File: config.mk
export PLATFORM = sky130hd
export DESIGN_NAME = char_lcd_bus_write_sequencer_top
export DESIGN_NICKNAME = d
export VERILOG_FILES = /design/src/rtl/clcd_pkg.sv /design/src/rtl/clcd_front.sv /design/src/rtl/clcd_queue.sv /design/src/rtl/clcd_back.sv /design/src/rtl/char_lcd_bus_write_sequencer_top.sv
export SDC_FILE = /design/constraint.sdc
export NUM_CORES = 1
export LEC_CHECK = 0
export BUFFER_PORTS_ARGS = -buffer_cell sky130_fd_sc_hd__buf_2
export CORE_MARGIN = 5
export CORE_UTILIZATION = 53
export DETAILED_ROUTE_END_ITERATION = 8
export MAX_ROUTING_LAYER = met4
export PLACE_DENSITY = 0.76
export SYNTH_ARGS = -nofsm -noshare
export SYNTH_HDL_FRONTEND = slang
export SYNTH_SLANG_ARGS = --single-unit
File: constraint.sdc
create_clock -name clk -period 2.5 [get_ports clk]
set_input_delay 0.5 -clock clk [delete_from_list [all_inputs] [get_ports clk]]
set_output_delay 0.5 -clock clk [all_outputs]
set_load 0.005 [all_outputs]
File: src/rtl/clcd_pkg.sv
// shared types, constants and helpers for the character lcd write sequencer
// no dependencies
package clcd_pkg;

  // configuration register indexes
  localparam logic [1:0] CFG_FOUR_BIT  = 2'd0;
  localparam logic [1:0] CFG_UPPER     = 2'd1;
  localparam logic [1:0] CFG_HOLD      = 2'd2;

  localparam logic [15:0] HOLD_RESET   = 16'd50000;

  // input item kinds
  localparam logic [1:0] KIND_CMD      = 2'd0;
  localparam logic [1:0] KIND_DATA     = 2'd1;
  localparam logic [1:0] KIND_CURSOR   = 2'd2;

  localparam logic [7:0] CURSOR_BIT    = 8'h80;

  // pin state steps of one transfer
  localparam logic [2:0] STEP_RS       = 3'd0;
  localparam logic [2:0] STEP_E_HI     = 3'd1;
  localparam logic [2:0] STEP_HI_NIB   = 3'd2;
  localparam logic [2:0] STEP_E_LO     = 3'd3;
  localparam logic [2:0] STEP_E_HI2    = 3'd4;
  localparam logic [2:0] STEP_LO_NIB   = 3'd5;
  localparam logic [2:0] STEP_E_LO2    = 3'd6;

  // decoupling queue
  localparam int Q_DEPTH = 4;
  localparam int Q_AW    = 2;
  localparam int Q_CW    = 3;

  typedef struct packed {
    logic       rs;
    logic [7:0] byte_val;
  } q_entry_t;

  function automatic logic [7:0] row_offset(input logic [1:0] row);
    logic [7:0] off;
    case (row)
      2'd0:    off = 8'h00;
      2'd1:    off = 8'h40;
      2'd2:    off = 8'h10;
      2'd3:    off = 8'h50;
      default: off = 8'h00;
    endcase
    return off;
  endfunction

endpackage

File: src/rtl/clcd_front.sv
// front end: classifies incoming transactions and forms the byte to send
// depends on clcd_pkg
module clcd_front
  import clcd_pkg::*;
(
  input  logic       in_tvalid,
  output logic       in_tready,
  input  logic [1:0] in_tuser,   // cmd
  input  logic [15:0] in_tdata,  // value[7:0], row[9:8], col[15:10]
  input  logic       q_full,
  output logic       q_push,
  output q_entry_t   q_wdata
);

  logic [1:0] kind;
  logic [7:0] value;
  logic [1:0] row;
  logic [5:0] col;
  logic       kind_ok;
  logic [7:0] cursor_addr;

  assign kind  = in_tuser;
  assign value = in_tdata[7:0];
  assign row   = in_tdata[9:8];
  assign col   = in_tdata[15:10];

  // address add wraps at 8 bits before the set-address bit
  assign cursor_addr = (row_offset(row) + {2'b00, col}) | CURSOR_BIT;

  always_comb begin
    kind_ok          = 1'b1;
    q_wdata.rs       = 1'b0;
    q_wdata.byte_val = value;
    case (kind)
      KIND_CMD: begin
        q_wdata.rs = 1'b0;
      end
      KIND_DATA: begin
        q_wdata.rs = 1'b1;
      end
      KIND_CURSOR: begin
        q_wdata.byte_val = cursor_addr;
      end
      default: begin
        kind_ok = 1'b0;
      end
    endcase
  end

  // unused kind is accepted and dropped
  assign in_tready = !q_full;
  assign q_push    = in_tvalid && !q_full && kind_ok;

endmodule

File: src/rtl/clcd_queue.sv
// short fifo between the front end and the pin sequencer
// depends on clcd_pkg
module clcd_queue
  import clcd_pkg::*;
(
  input  logic     clk,
  input  logic     rst_n,
  input  logic     push,
  input  q_entry_t wdata,
  output logic     full,
  input  logic     pop,
  output logic     rvalid,
  output q_entry_t rdata
);

  q_entry_t          mem_r [Q_DEPTH];
  logic [Q_AW-1:0]   wr_ptr_r, wr_ptr_nxt;
  logic [Q_AW-1:0]   rd_ptr_r, rd_ptr_nxt;
  logic [Q_CW-1:0]   count_r, count_nxt;

  assign full   = (count_r == Q_CW'(Q_DEPTH));
  assign rvalid = (count_r != '0);
  assign rdata  = mem_r[rd_ptr_r];

  always_comb begin
    wr_ptr_nxt = push ? wr_ptr_r + 1'b1 : wr_ptr_r;
    rd_ptr_nxt = pop  ? rd_ptr_r + 1'b1 : rd_ptr_r;
    count_nxt  = count_r;
    if (push && !pop) begin
      count_nxt = count_r + 1'b1;
    end else if (pop && !push) begin
      count_nxt = count_r - 1'b1;
    end
  end

  always_ff @(posedge clk) begin
    if (!rst_n) begin
      wr_ptr_r <= '0;
      rd_ptr_r <= '0;
      count_r  <= '0;
    end else begin
      wr_ptr_r <= wr_ptr_nxt;
      rd_ptr_r <= rd_ptr_nxt;
      count_r  <= count_nxt;
    end
  end

  always_ff @(posedge clk) begin
    if (push) begin
      mem_r[wr_ptr_r] <= wdata;
    end
  end

`ifndef ASSERT_OFF
  a_no_overflow: assert property (@(posedge clk) disable iff (!rst_n)
    full |-> !push)
    else $error("queue written while full");

  a_no_underflow: assert property (@(posedge clk) disable iff (!rst_n)
    !rvalid |-> !pop)
    else $error("queue read while empty");

  a_count_bound: assert property (@(posedge clk) disable iff (!rst_n)
    count_r <= Q_CW'(Q_DEPTH))
    else $error("queue count out of range");

  a_ptr_gap: assert property (@(posedge clk) disable iff (!rst_n)
    (wr_ptr_r - rd_ptr_r) == count_r[Q_AW-1:0])
    else $error("queue pointers disagree with count");
`endif

endmodule

File: src/rtl/clcd_back.sv
// pin sequencer: expands each queued byte into lcd bus pin states
// depends on clcd_pkg
module clcd_back
  import clcd_pkg::*;
(
  input  logic        clk,
  input  logic        rst_n,
  input  logic        four_bit_mode,
  input  logic        upper_pins,
  input  logic [15:0] pin_hold_cycles,
  input  logic        q_valid,
  input  q_entry_t    q_rdata,
  output logic        q_pop,
  output logic        out_tvalid,
  input  logic        out_tready,
  output logic [15:0] out_tdata,  // reg_select[0], read_write[1], enable[2], data_bus[10:3]
  output logic        out_tlast   // last
);

  logic        busy_r, busy_nxt;
  logic [2:0]  step_r, step_nxt;
  q_entry_t    cur_r, cur_nxt;
  logic [7:0]  dport_r, dport_nxt;
  logic [15:0] hold_r, hold_nxt;
  logic        ovalid_r, ovalid_nxt;
  logic        o_rs_r, o_rs_nxt;
  logic        o_en_r, o_en_nxt;
  logic        o_last_r, o_last_nxt;

  logic        can_load;
  logic        load;
  q_entry_t    src;
  logic [2:0]  src_step;
  logic        step_en;
  logic        step_last;
  logic [3:0]  nib;

  assign can_load = (!ovalid_r || out_tready) && (hold_r == '0);
  assign load     = can_load && (busy_r || q_valid);
  assign q_pop    = can_load && !busy_r && q_valid;

  assign src      = busy_r ? cur_r : q_rdata;
  assign src_step = busy_r ? step_r : STEP_RS;

  always_comb begin
    case (src_step)
      STEP_RS:     step_en = 1'b0;
      STEP_E_HI:   step_en = 1'b1;
      STEP_HI_NIB: step_en = 1'b1;
      STEP_E_LO:   step_en = 1'b0;
      STEP_E_HI2:  step_en = 1'b1;
      STEP_LO_NIB: step_en = 1'b1;
      STEP_E_LO2:  step_en = 1'b0;
      default:     step_en = 1'b0;
    endcase
  end

  assign step_last = four_bit_mode ? (src_step == STEP_E_LO2) : (src_step == STEP_E_LO);

  // nibble writes keep the other half of the port
  always_comb begin
    nib       = (src_step == STEP_HI_NIB) ? src.byte_val[7:4] : src.byte_val[3:0];
    dport_nxt = dport_r;
    if (load) begin
      if (four_bit_mode) begin
        if (src_step == STEP_HI_NIB || src_step == STEP_LO_NIB) begin
          dport_nxt = upper_pins ? {nib, dport_r[3:0]} : {dport_r[7:4], nib};
        end
      end else if (src_step == STEP_HI_NIB) begin
        dport_nxt = src.byte_val;
      end
    end
  end

  always_comb begin
    busy_nxt   = busy_r;
    step_nxt   = step_r;
    cur_nxt    = cur_r;
    ovalid_nxt = ovalid_r;
    o_rs_nxt   = o_rs_r;
    o_en_nxt   = o_en_r;
    o_last_nxt = o_last_r;
    hold_nxt   = (hold_r != '0) ? hold_r - 1'b1 : hold_r;
    if (load) begin
      cur_nxt    = src;
      busy_nxt   = !step_last;
      step_nxt   = step_last ? STEP_RS : src_step + 1'b1;
      ovalid_nxt = 1'b1;
      o_rs_nxt   = src.rs;
      o_en_nxt   = step_en;
      o_last_nxt = step_last;
      // the hold counter, loaded from pin_hold_cycles, keeps each pin state up before the next one
      hold_nxt   = (pin_hold_cycles != '0) ? pin_hold_cycles - 1'b1 : '0;
    end else if (out_tready) begin
      ovalid_nxt = 1'b0;
    end
  end

  always_ff @(posedge clk) begin
    if (!rst_n) begin
      busy_r   <= 1'b0;
      step_r   <= STEP_RS;
      dport_r  <= '0;
      hold_r   <= '0;
      ovalid_r <= 1'b0;
    end else begin
      busy_r   <= busy_nxt;
      step_r   <= step_nxt;
      dport_r  <= dport_nxt;
      hold_r   <= hold_nxt;
      ovalid_r <= ovalid_nxt;
    end
  end

  always_ff @(posedge clk) begin
    cur_r    <= cur_nxt;
    o_rs_r   <= o_rs_nxt;
    o_en_r   <= o_en_nxt;
    o_last_r <= o_last_nxt;
  end

  assign out_tvalid = ovalid_r;
  assign out_tdata  = {5'b00000, dport_r, o_en_r, 1'b0, o_rs_r};
  assign out_tlast  = o_last_r;

`ifndef ASSERT_OFF
  a_busy_mid_transfer: assert property (@(posedge clk) disable iff (!rst_n)
    busy_r |-> (step_r != STEP_RS))
    else $error("sequencer busy at first step");

  a_last_e_low: assert property (@(posedge clk) disable iff (!rst_n)
    (out_tvalid && out_tlast) |-> !out_tdata[2])
    else $error("transfer ends with E high");

  a_stall_keeps_state: assert property (@(posedge clk) disable iff (!rst_n)
    (out_tvalid && !out_tready) |=>
      (out_tvalid && $stable(out_tdata) && $stable(out_tlast)))
    else $error("pin state changed while stalled");

  a_no_pop_when_busy: assert property (@(posedge clk) disable iff (!rst_n)
    busy_r |-> !q_pop)
    else $error("queue popped mid transfer");
`endif

endmodule

File: src/rtl/char_lcd_bus_write_sequencer_top.sv
// path: an accepted transaction goes into the queue, then its first pin state is registered
// steps: 7 pin states per transfer in 4-bit mode, 4 in 8-bit mode, each held by the hold
//   counter in the sequencer; a 4-entry queue lets the input keep flowing while the
//   sequencer works
// reset: rst_n synchronous active low; config returns to 4-bit, upper pins, hold
//   50000, data port cleared; depends on clcd_pkg, clcd_front, clcd_queue, clcd_back
module char_lcd_bus_write_sequencer_top
  import clcd_pkg::*;
(
  input  logic        clk,
  input  logic        rst_n,
  input  logic        cfg_we,
  input  logic [1:0]  cfg_addr,
  input  logic [15:0] cfg_wdata,
  input  logic        in_tvalid,
  output logic        in_tready,
  input  logic [1:0]  in_tuser,   // cmd
  input  logic [15:0] in_tdata,   // value[7:0], row[9:8], col[15:10]
  output logic        out_tvalid,
  input  logic        out_tready,
  output logic [15:0] out_tdata,  // reg_select[0], read_write[1], enable[2], data_bus[10:3]
  output logic        out_tlast   // last
);

  logic        four_bit_r, four_bit_nxt;
  logic        upper_r, upper_nxt;
  logic [15:0] hold_cfg_r, hold_cfg_nxt;

  logic        q_full;
  logic        q_push;
  q_entry_t    q_wdata;
  logic        q_pop;
  logic        q_valid;
  q_entry_t    q_rdata;

  always_comb begin
    four_bit_nxt = four_bit_r;
    upper_nxt    = upper_r;
    hold_cfg_nxt = hold_cfg_r;
    if (cfg_we) begin
      case (cfg_addr)
        CFG_FOUR_BIT: four_bit_nxt = cfg_wdata[0];
        CFG_UPPER:    upper_nxt    = cfg_wdata[0];
        CFG_HOLD:     hold_cfg_nxt = cfg_wdata;
        default:      ;
      endcase
    end
  end

  always_ff @(posedge clk) begin
    if (!rst_n) begin
      four_bit_r <= 1'b1;
      upper_r    <= 1'b1;
      hold_cfg_r <= HOLD_RESET;
    end else begin
      four_bit_r <= four_bit_nxt;
      upper_r    <= upper_nxt;
      hold_cfg_r <= hold_cfg_nxt;
    end
  end

  clcd_front u_front (
    .in_tvalid (in_tvalid),
    .in_tready (in_tready),
    .in_tuser  (in_tuser),
    .in_tdata  (in_tdata),
    .q_full    (q_full),
    .q_push    (q_push),
    .q_wdata   (q_wdata)
  );

  clcd_queue u_queue (
    .clk    (clk),
    .rst_n  (rst_n),
    .push   (q_push),
    .wdata  (q_wdata),
    .full   (q_full),
    .pop    (q_pop),
    .rvalid (q_valid),
    .rdata  (q_rdata)
  );

  clcd_back u_back (
    .clk             (clk),
    .rst_n           (rst_n),
    .four_bit_mode   (four_bit_r),
    .upper_pins      (upper_r),
    .pin_hold_cycles (hold_cfg_r),
    .q_valid         (q_valid),
    .q_rdata         (q_rdata),
    .q_pop           (q_pop),
    .out_tvalid      (out_tvalid),
    .out_tready      (out_tready),
    .out_tdata       (out_tdata),
    .out_tlast       (out_tlast)
  );

endmodule

==> key figures, run 1 <==
Pwr
  – Flop pwr share: ~45%
  – Power per cell area: 873 nW/um2
  – Internal power: between 3 and 4 mW
  – Comb power frac: between 30% and 40%
  – Sw Share: 35.6%
  – Psw: between 1.5 and 2 mW
  – Clock group share of total power: between 20 and 25%
  – Max VDD drop: about 0.44 mV
  – Leak: ~2.2 nW

Outcome
  – Outcome: finished, final reports clean

Synthesis
  – Largest family of logic cells by synthesized area: simple AND/OR/NAND/NOR gates
  – Multiplexer share of the synthesized area: 6.00%
  – Ys flop type: dfxtp_1
  – Post-synth EDFFs: between 40 and 50
  – Xor and xnor area share after synthesis: 5.00%
  – Synthesized-area fraction occupied by adder cells: under 10%
  – Largest cells by area after synthesis: edfxtp_1, dfxtp_1, nand2_1, ha_1, xnor2_1
  – Synth Register Bits: about 100
  – Cell taking the most area after synthesis: edfxtp_1
  – Avg Cell Area, Syn: 10.4 um2
  – Synth Cell Area: 5080 um2
  – Async SR Flop Fraction: 0%
  – Part of the Yosys area used for sequential elements: around 50%
  – YS warnings: 0
  – Post-Synth Simple-Gate Area: between 10% and 20%
  – Mapped Cells: 490
  – Synth cell types: 66
  – Post-synth top area share: 27.8%
  – Compound-Gate Fraction of Synth Area: between 10% and 20%

Timing
  – Final Skew: 0.0132 ns
  – RSZ-0062 raised after global routing: false
  – Slew headroom: just under 50%
  – Setup_tns: 0 ns
  – Period minus WS final: ~2.4 ns
  – Max Clk Rate: around 420 MHz
  – Fin. Hold Viols: 0
  – Final Max Slew Viols: 0
  – Final period util: 94.2%
  – Slew @ Worst Pin: 0.770 ns
  – Setup ws final: ~0.15 ns
  – Final Setup Violations: 0

Clocking
  – Clock Root Buffer: clkbuf_8
  – H-tree Lvls: 3
  – Clock latency on the worst-skew pair: 0.37 ns
  – CTS tree: yes
  – Clock transition at path regs: about 0.1 ns
  – CTS Buffer Depth: 2
  – Hold bufs inserted after CTS: 0
  – Clock Sinks: 103
  – TritonCTS buffer count: 9

Placed design
  – Port-buffer cells: 53
  – Pre-CTS WS: approximately 0.0031 ns
  – Post-DP HPWL: ~7900 um
  – Global placement routability congestion: 0.885

Layout
  – # diodes: 0
  – Area Growth Syn to Fin: 12.3%
  – # nets final: between 600 and 700
  – Commonest non-fill, non-tap cells in the layout: nand2_1, dfxtp_1, buf_2
  – Layout cells sized above 1: 21.2%
  – Commonest non-fill, non-tap cell in the layout: nand2_1
  – Filler cells: slightly below 800

Die
  – Core region area: 9280 um2
  – Initial Utilization: 54.8%
  – Die width: roughly 110 um
  – FP Rows: 35
  – IO Count: 60
  – Die Y: between 100 and 150 um
  – Die ar.: about 12000 um2

Global routing
  – Initial antenna violation count: 0
  – Grt ovf: 0
  – Vias in the first global route: between 3000 and 4000
  – GRT Overall Usage: between 15 and 20%
  – Global-route wire length before repair: 17500 um
  – Maximum number of pins on one net before global-route repair: 31

Route
  – Routed length per instance: 15.4 um
  – TritonRoute pass-1 iters: 5
  – Via Count: roughly 3700
  – Final wirelength: about 10000 um
  – Via density: ~5.4
  – Initial DRC count: 225
  – DRC Markers: 0
  – Post-route ant nets: 0

Critical path
  – Worst path bufs/invs: 3
  – CP max stage delay: between 0.3 and 0.4 ns
  – Required @ worst endpoint: approximately 2.8 ns
  – Most frequent CP cell: inv_1
  – CP Capture Type: flop
  – Worst setup SP type: flop
  – CP arrival: between 2 and 3 ns
  – Crit-path cells: inv_1 > ha_1 > nor4b_1 > and3_1 > inv_2 > ha_2 > inv_1 > fa_1 > xor2_1 > or3_1 > a21boi_1
  – CP Class: flop to flop
  – Slowest-stage cell, CP: dfxtp_4
  – Delay-heaviest family, CP: adder cells
  – Reg2Reg Setup Slack: ~0.15 ns
  – Critical Path Fanout Max: 6

Worst hold path
  – Hold WC Path Type: input pin to flop

Flow run
  – MaxCap Viol Count: 0
cell type report:
cell class              instances  area, um2  share of cell area, %
flip-flops and latches        103       2540                   44.4
multi-input cells             344       2350                   41.1
repair buffers                 70        393                   6.88
well taps                     129        161                   2.83
clock buffers                   9        124                   2.17
clock inverters                 7       76.3                   1.34
inverters                      19       71.3                   1.25
synthesized netlist by cell type (all sizes together) (6+ instances only):
cell type,n
a21oi,14
clkbuf,13
and2,10
buf,16
a21boi,15
nor2b,9
nor4,10
nand3,16
nor3b,6
nor3,6
edfxtp,47
ha,15
nand2,78
dfxtp,56
nand4,6
mux2i,8
o21ai,18
inv,19
a31oi,9
xnor2,21
nor2,23
mux2,10
xor2,8
routing by layer:
layer | vias to the layer above | wire length, um | track usage (%)
met1 | 1760 | 4940 | 26.4
met2 | 83 | 4950 | 30.6
met5 | - | 0 | -
met3 | 13 | 444 | 2.69
li1 | 1850 | - | -
met4 | 0 | 121 | 5.95
through the flow:
step,hold WS (ns),utilization (%),power (mW),std cells,area [um2]
CTS,0.317,61.4,5.00,681,5700
detailed placement,0.459,59.3,3.96,665,5500
global route,0.360,61.5,5.30,681,5710
global placement,0.453,59.3,3.87,665,5500
finish,0.346,61.5,4.99,681,5710
floorplan,0.441,-,3.47,495,5100
final timing paths:
path,from,to,depth (start not counted)
max,u_back.hold_r[0],u_queue.count_r[2],11
min reg2reg,u_back.step_r[1],u_back.step_r[1],2
max reg2reg,u_back.hold_r[0],u_queue.count_r[2],11
min,cfg_wdata[8],hold_cfg_r[8],3
logic make-up (layout without fill, tap and decap cells):
group	Yosys count	after routing
compound gates	84	84
xor+xnor	29	29
fa+ha+maj	16	16
buf+inv	48	105
flops	103	103
mux	23	23
other cells	1	6
simple gates	186	186
worst register-to-register path: cells and delay by family, from the launching register on:
family                   cells  cell delay [ns]
AND/OR/NAND/NOR              3             0.65
buffers and inverters        3             0.21
flip-flops                   1             0.38
XOR/XNOR                     1             0.16
AO/OA/AOI/OAI                1             0.14
adder cells (fa/ha/maj)      3             0.76
registers in the layout, indices dropped and copies added, names as in the netlist, named ones only:
name,cells
u_queue.rd_ptr_r,2
u_queue.count_r,3
u_back.out_tvalid,1
u_back.o_en_r,1
u_back.out_tlast,1
u_queue.wr_ptr_r,2
u_queue.mem_r,36
u_back.hold_r,16
u_back.dport_r,8
four_bit_r,1
u_back.busy_r,1
u_back.cur_r,9
u_back.step_r,3
hold_cfg_r,16
upper_r,1
power by group through the flow:
stage	combinational, mW	clock, mW	sequential (mW)
after floorplan	1.28	0	2.19
after global placement	1.63	0	2.24
after detailed placement	1.69	0	2.26
after CTS	1.71	1.06	2.23
after global routing	1.91	1.13	2.27
final	1.72	1.03	2.23
repair_timing:
| action | CTS | global route |
|---|---|---|
| hold endpoints to repair | 0 | 0 |
| gates resized for setup | 0 | 6 |
| setup endpoints to repair | 0 | 2 |
| setup buffers | 0 | 0 |
(Power assumes the default switching activity.)
==> run 2, diff against run 1 <==
--- a/config.mk
+++ b/config.mk
@@ -5,7 +5,9 @@
 export SDC_FILE = /design/constraint.sdc
 export NUM_CORES = 1
 export LEC_CHECK = 0
+export ABC_AREA = 1
 export BUFFER_PORTS_ARGS = -buffer_cell sky130_fd_sc_hd__buf_2
+export CAP_MARGIN = 20
 export CORE_MARGIN = 5
 export CORE_UTILIZATION = 53
 export DETAILED_ROUTE_END_ITERATION = 8
==> constraint.sdc (replaced) <==
create_clock -name clk -period 2.1 [get_ports clk]
set_input_delay 0.42 -clock clk [delete_from_list [all_inputs] [get_ports clk]]
set_output_delay 0.42 -clock clk [all_outputs]
set_load 0.005 [all_outputs]
==> run 2 against run 1 <==
Against the previous run:
- via count increased by 30%
- cell count is 42% higher
- sequential share of layout area is 4.9 points lower
- maximum frequency increased by 16%
- core utilization increased by 0.65 points
- non-clock buffer count is 9 higher
- largest cell class is now multi-input combinational cells
==> key figures, run 2 <==
Synthesis
  – Synthesized-area fraction occupied by adder cells: 3.69% (-0.39 points)
  – Largest cells by area after synthesis: edfxtp_1, dfxtp_1, nand2_1, nor2_1, inv_1
  – Cell taking the most area after synthesis: edfxtp_1
  – Mapped Cells: 752 (+53%)
  – YS warnings: 0 (unchanged)
  – Post-synth top area share: 25.1% (-2.7 points)
  – Xor and xnor area share after synthesis: 2.33% (-2.7 points)
  – Largest family of logic cells by synthesized area: simple AND/OR/NAND/NOR gates
  – Async SR Flop Fraction: 0% (unchanged)
  – Ys flop type: dfxtp_1
  – Synth Cell Area: 5630 um2 (+11%)
  – Compound-Gate Fraction of Synth Area: 6.45% (-4.8 points)
  – Part of the Yosys area used for sequential elements: 45.0% (-4.8 points)
  – Post-Synth Simple-Gate Area: 31.7% (+12 points)
  – Avg Cell Area, Syn: 7.49 um2 (-28%)
  – Most common cell in the synthesized netlist: nand2_1
  – Synth Register Bits: 103 (unchanged)
  – Post-synth EDFFs: 47 (unchanged)
  – Multiplexer share of the synthesized area: 1.20% (-4.8 points)
  – Synth cell count leaders: nand2_1, nor2_1, inv_1
  – Synth cell types: 39 (-41%)

Die
  – FP Rows: 37 (+5.7%)
  – Initial Utilization: 54.5% (-0.24 points)
  – Core region area: 10300 um2 (+11%)
  – IO Count: 60 (unchanged)
  – Die Y: 113 um (+4.7%)
  – Die ar.: 12800 um2 (+9.7%)
  – Die width: 113 um (+4.7%)

Critical path
  – R2R cell count: 14 (+3)
  – Reg2Reg Setup Slack: 0.08 ns (-0.07 ns)
  – Critical Path Fanout Max: 2 (-4)
  – CP arrival: 2.31 ns (-0.34 ns)
  – Worst r2r dst: u_queue.count_r[1]
  – Required @ worst endpoint: 2.39 ns (-0.41 ns)
  – Worst setup SP type: flop
  – Worst r2r src: u_back.hold_r[1]
  – CP Capture Type: flop
  – CP Class: flop to flop

Layout
  – Filler cells: 951 (+23%)
  – Area Growth Syn to Fin: 14.0%
  – Largest Register: u_queue.mem_r
  – Max reg flops: 36 (unchanged)
  – Commonest non-fill, non-tap cells in the layout: nand2_1, nor2_1, inv_1
  – Layout cells sized above 1: 17.1% (-4.0 points)
  – # nets final: 880 (+46%)
  – # diodes: 0 (unchanged)
  – Post-route cell area: 6420 um2 (+12%)
  – Commonest non-fill, non-tap cell in the layout: nand2_1
  – Post-Layout Cell Count: 964 (+42%)
  – Biggest regs: u_queue.mem_r: 36 flops, hold_cfg_r: 16 flops, u_back.hold_r: 16 flops

Route
  – Post-route ant nets: 0 (unchanged)
  – Via Count: 4808 (+30%)
  – Final wirelength: 12600 um (+21%)
  – TritonRoute pass-1 iters: 5 (unchanged)
  – Initial DRC count: 259 (+15%)
  – Via density: 4.99 (-8.4%)
  – Routed length per instance: 13.1 um (-15%)
  – DRC Markers: 0 (unchanged)

Global routing
  – Global-route wire length before repair: 21200 um (+21%)
  – Maximum number of pins on one net before global-route repair: 23 (-26%)
  – GRT Overall Usage: 21.0% (+1.5 points)
  – Initial antenna violation count: 0 (unchanged)
  – Vias in the first global route: 4557 (+25%)
  – Grt ovf: 0 (unchanged)

Clocking
  – CTS Buffer Depth: 2 (unchanged)
  – Clock Root Buffer: clkbuf_8
  – TritonCTS buffer count: 9 (unchanged)
  – Clock latency on the worst-skew pair: 0.38 ns (about the same)
  – CTS tree: yes
  – H-tree Lvls: 3 (unchanged)
  – Clock Sinks: 103 (unchanged)
  – Clock transition at path regs: 0.11 ns (about the same)

Placed design
  – Post-DP HPWL: 9610 um (+21%)
  – Placed insts: 944 (+42%)
  – Dpl cell area: 6110 um2 (+11%)
  – Port-buffer cells: 53 (unchanged)
  – Global placement routability congestion: 0.939 (+6.1%)

Worst hold path
  – Hold WC Path Type: input pin to flop
  – Worst Min Path Start: cfg_wdata[6]
  – WHS Endpoint: hold_cfg_r[6]
  – Number of cells on the worst hold path: 3 (unchanged)

Timing
  – Fin. Hold Viols: 0 (unchanged)
  – Max Clk Rate: 495 MHz (+16%)
  – Final Setup Violations: 0 (unchanged)
  – Hold_ws: 0.251 ns (-0.0948 ns)
  – Final Max Slew Viols: 0 (unchanged)
  – Period minus WS final: 2.02 ns (-0.332 ns)
  – Final period util: 96.3% (+2.1 points)
  – RSZ-0062 raised after global routing: true
  – Final Skew: 0.0106 ns (-0.00264 ns)

Pwr
  – Leak: 3.02 nW (+38%)
  – Power after layout: 7.24 mW (+45%)
  – Max VDD drop: 0.496 mV (+12%)
  – Power per cell area: 1130 nW/um2 (+29%)

Flow run
  – MaxCap Viol Count: 0 (unchanged)

Outcome
  – Outcome: finished, final reports clean
==> run 2: final cells by class <==
cell class              count  area [um2]  share of cell area (%)
flip-flops and latches    103        2540                    39.5
multi-input cells         524        2640                    41.1
clock inverters             7        90.1                    1.40
inverters                 106         398                    6.20
well taps                 136         170                    2.65
clock buffers               9         124                    1.93
repair buffers             79         460                    7.17
==> run 2: metal layers <==
layer / vias up / GRT usage, % / part of all wire [%]
li1: 2516 / - / -
met1: 2150 / 28.0 / 47
met2: 125 / 33.1 / 45
met3: 17 / 3.16 / 5.9
met4: 0 / 6.65 / 1.4
met5: - / - / 0
==> run 2: worst max path at each step <==
stage	start	endpoint	slack, ns
3_3_place_gp	u_back.hold_r[0]	u_queue.count_r[2]	-0.01
2_1_floorplan	u_back.hold_r[0]	u_queue.count_r[2]	0.006
3_5_place_dp	u_back.hold_r[1]	u_queue.count_r[2]	-0.21
6_report	u_back.hold_r[1]	u_queue.count_r[1]	0.08
5_1_grt	u_back.hold_r[0]	u_queue.count_r[2]	-0.008
4_1_cts	u_back.hold_r[1]	u_queue.count_r[2]	0.003
==> run 2: power by group <==
group          internal (mW)  switching, mW
sequential              2.46          0.251
combinational           1.21           2.00
clock                  0.587          0.738
==> run 2: metrics by stage <==
stage	setup slack (ns)	util, %	setup TNS [ns]
floorplan	0.00611	-	0
global placement	-0.0134	59.2	-0.0134
detailed placement	-0.205	59.2	-0.248
CTS	0.00258	61.6	0
global route	-0.00752	62.2	-0.00752
finish	0.0780	62.2	0
==> run 2: logic make-up (layout without fill, tap and decap cells) <==
logic type,Yosys count,count (layout)
AO/OA/AOI/OAI,68,68
AND/OR/NAND/NOR,413,413
XOR/XNOR,15,15
other,1,6
flip-flops,103,103
adder cells (fa/ha/maj),16,16
buffers and inverters,130,201
multiplexers,6,6
==> run 2: repair_timing <==
item,in CTS,in global routing
hold buffers,0,0
setup endpoints to repair,2,4
setup buffers,2,2
pin swaps,5,5
gates cloned,0,0
gates resized for setup,9,13
==> run 2: critical path, cell delays in order (launching register included) <==
cell and delay, ns:
dfxtp_2 0.34, inv_2 0.08, ha_4 0.14, inv_2 0.03
nor2_2 0.11, nand2_2 0.08, nor2_4 0.10, nand2_2 0.07
inv_2 0.08, nand3_4 0.08, ha_4 0.17, inv_2 0.06
fa_2 0.44, o21ai_2 0.12, nor2_1 0.05
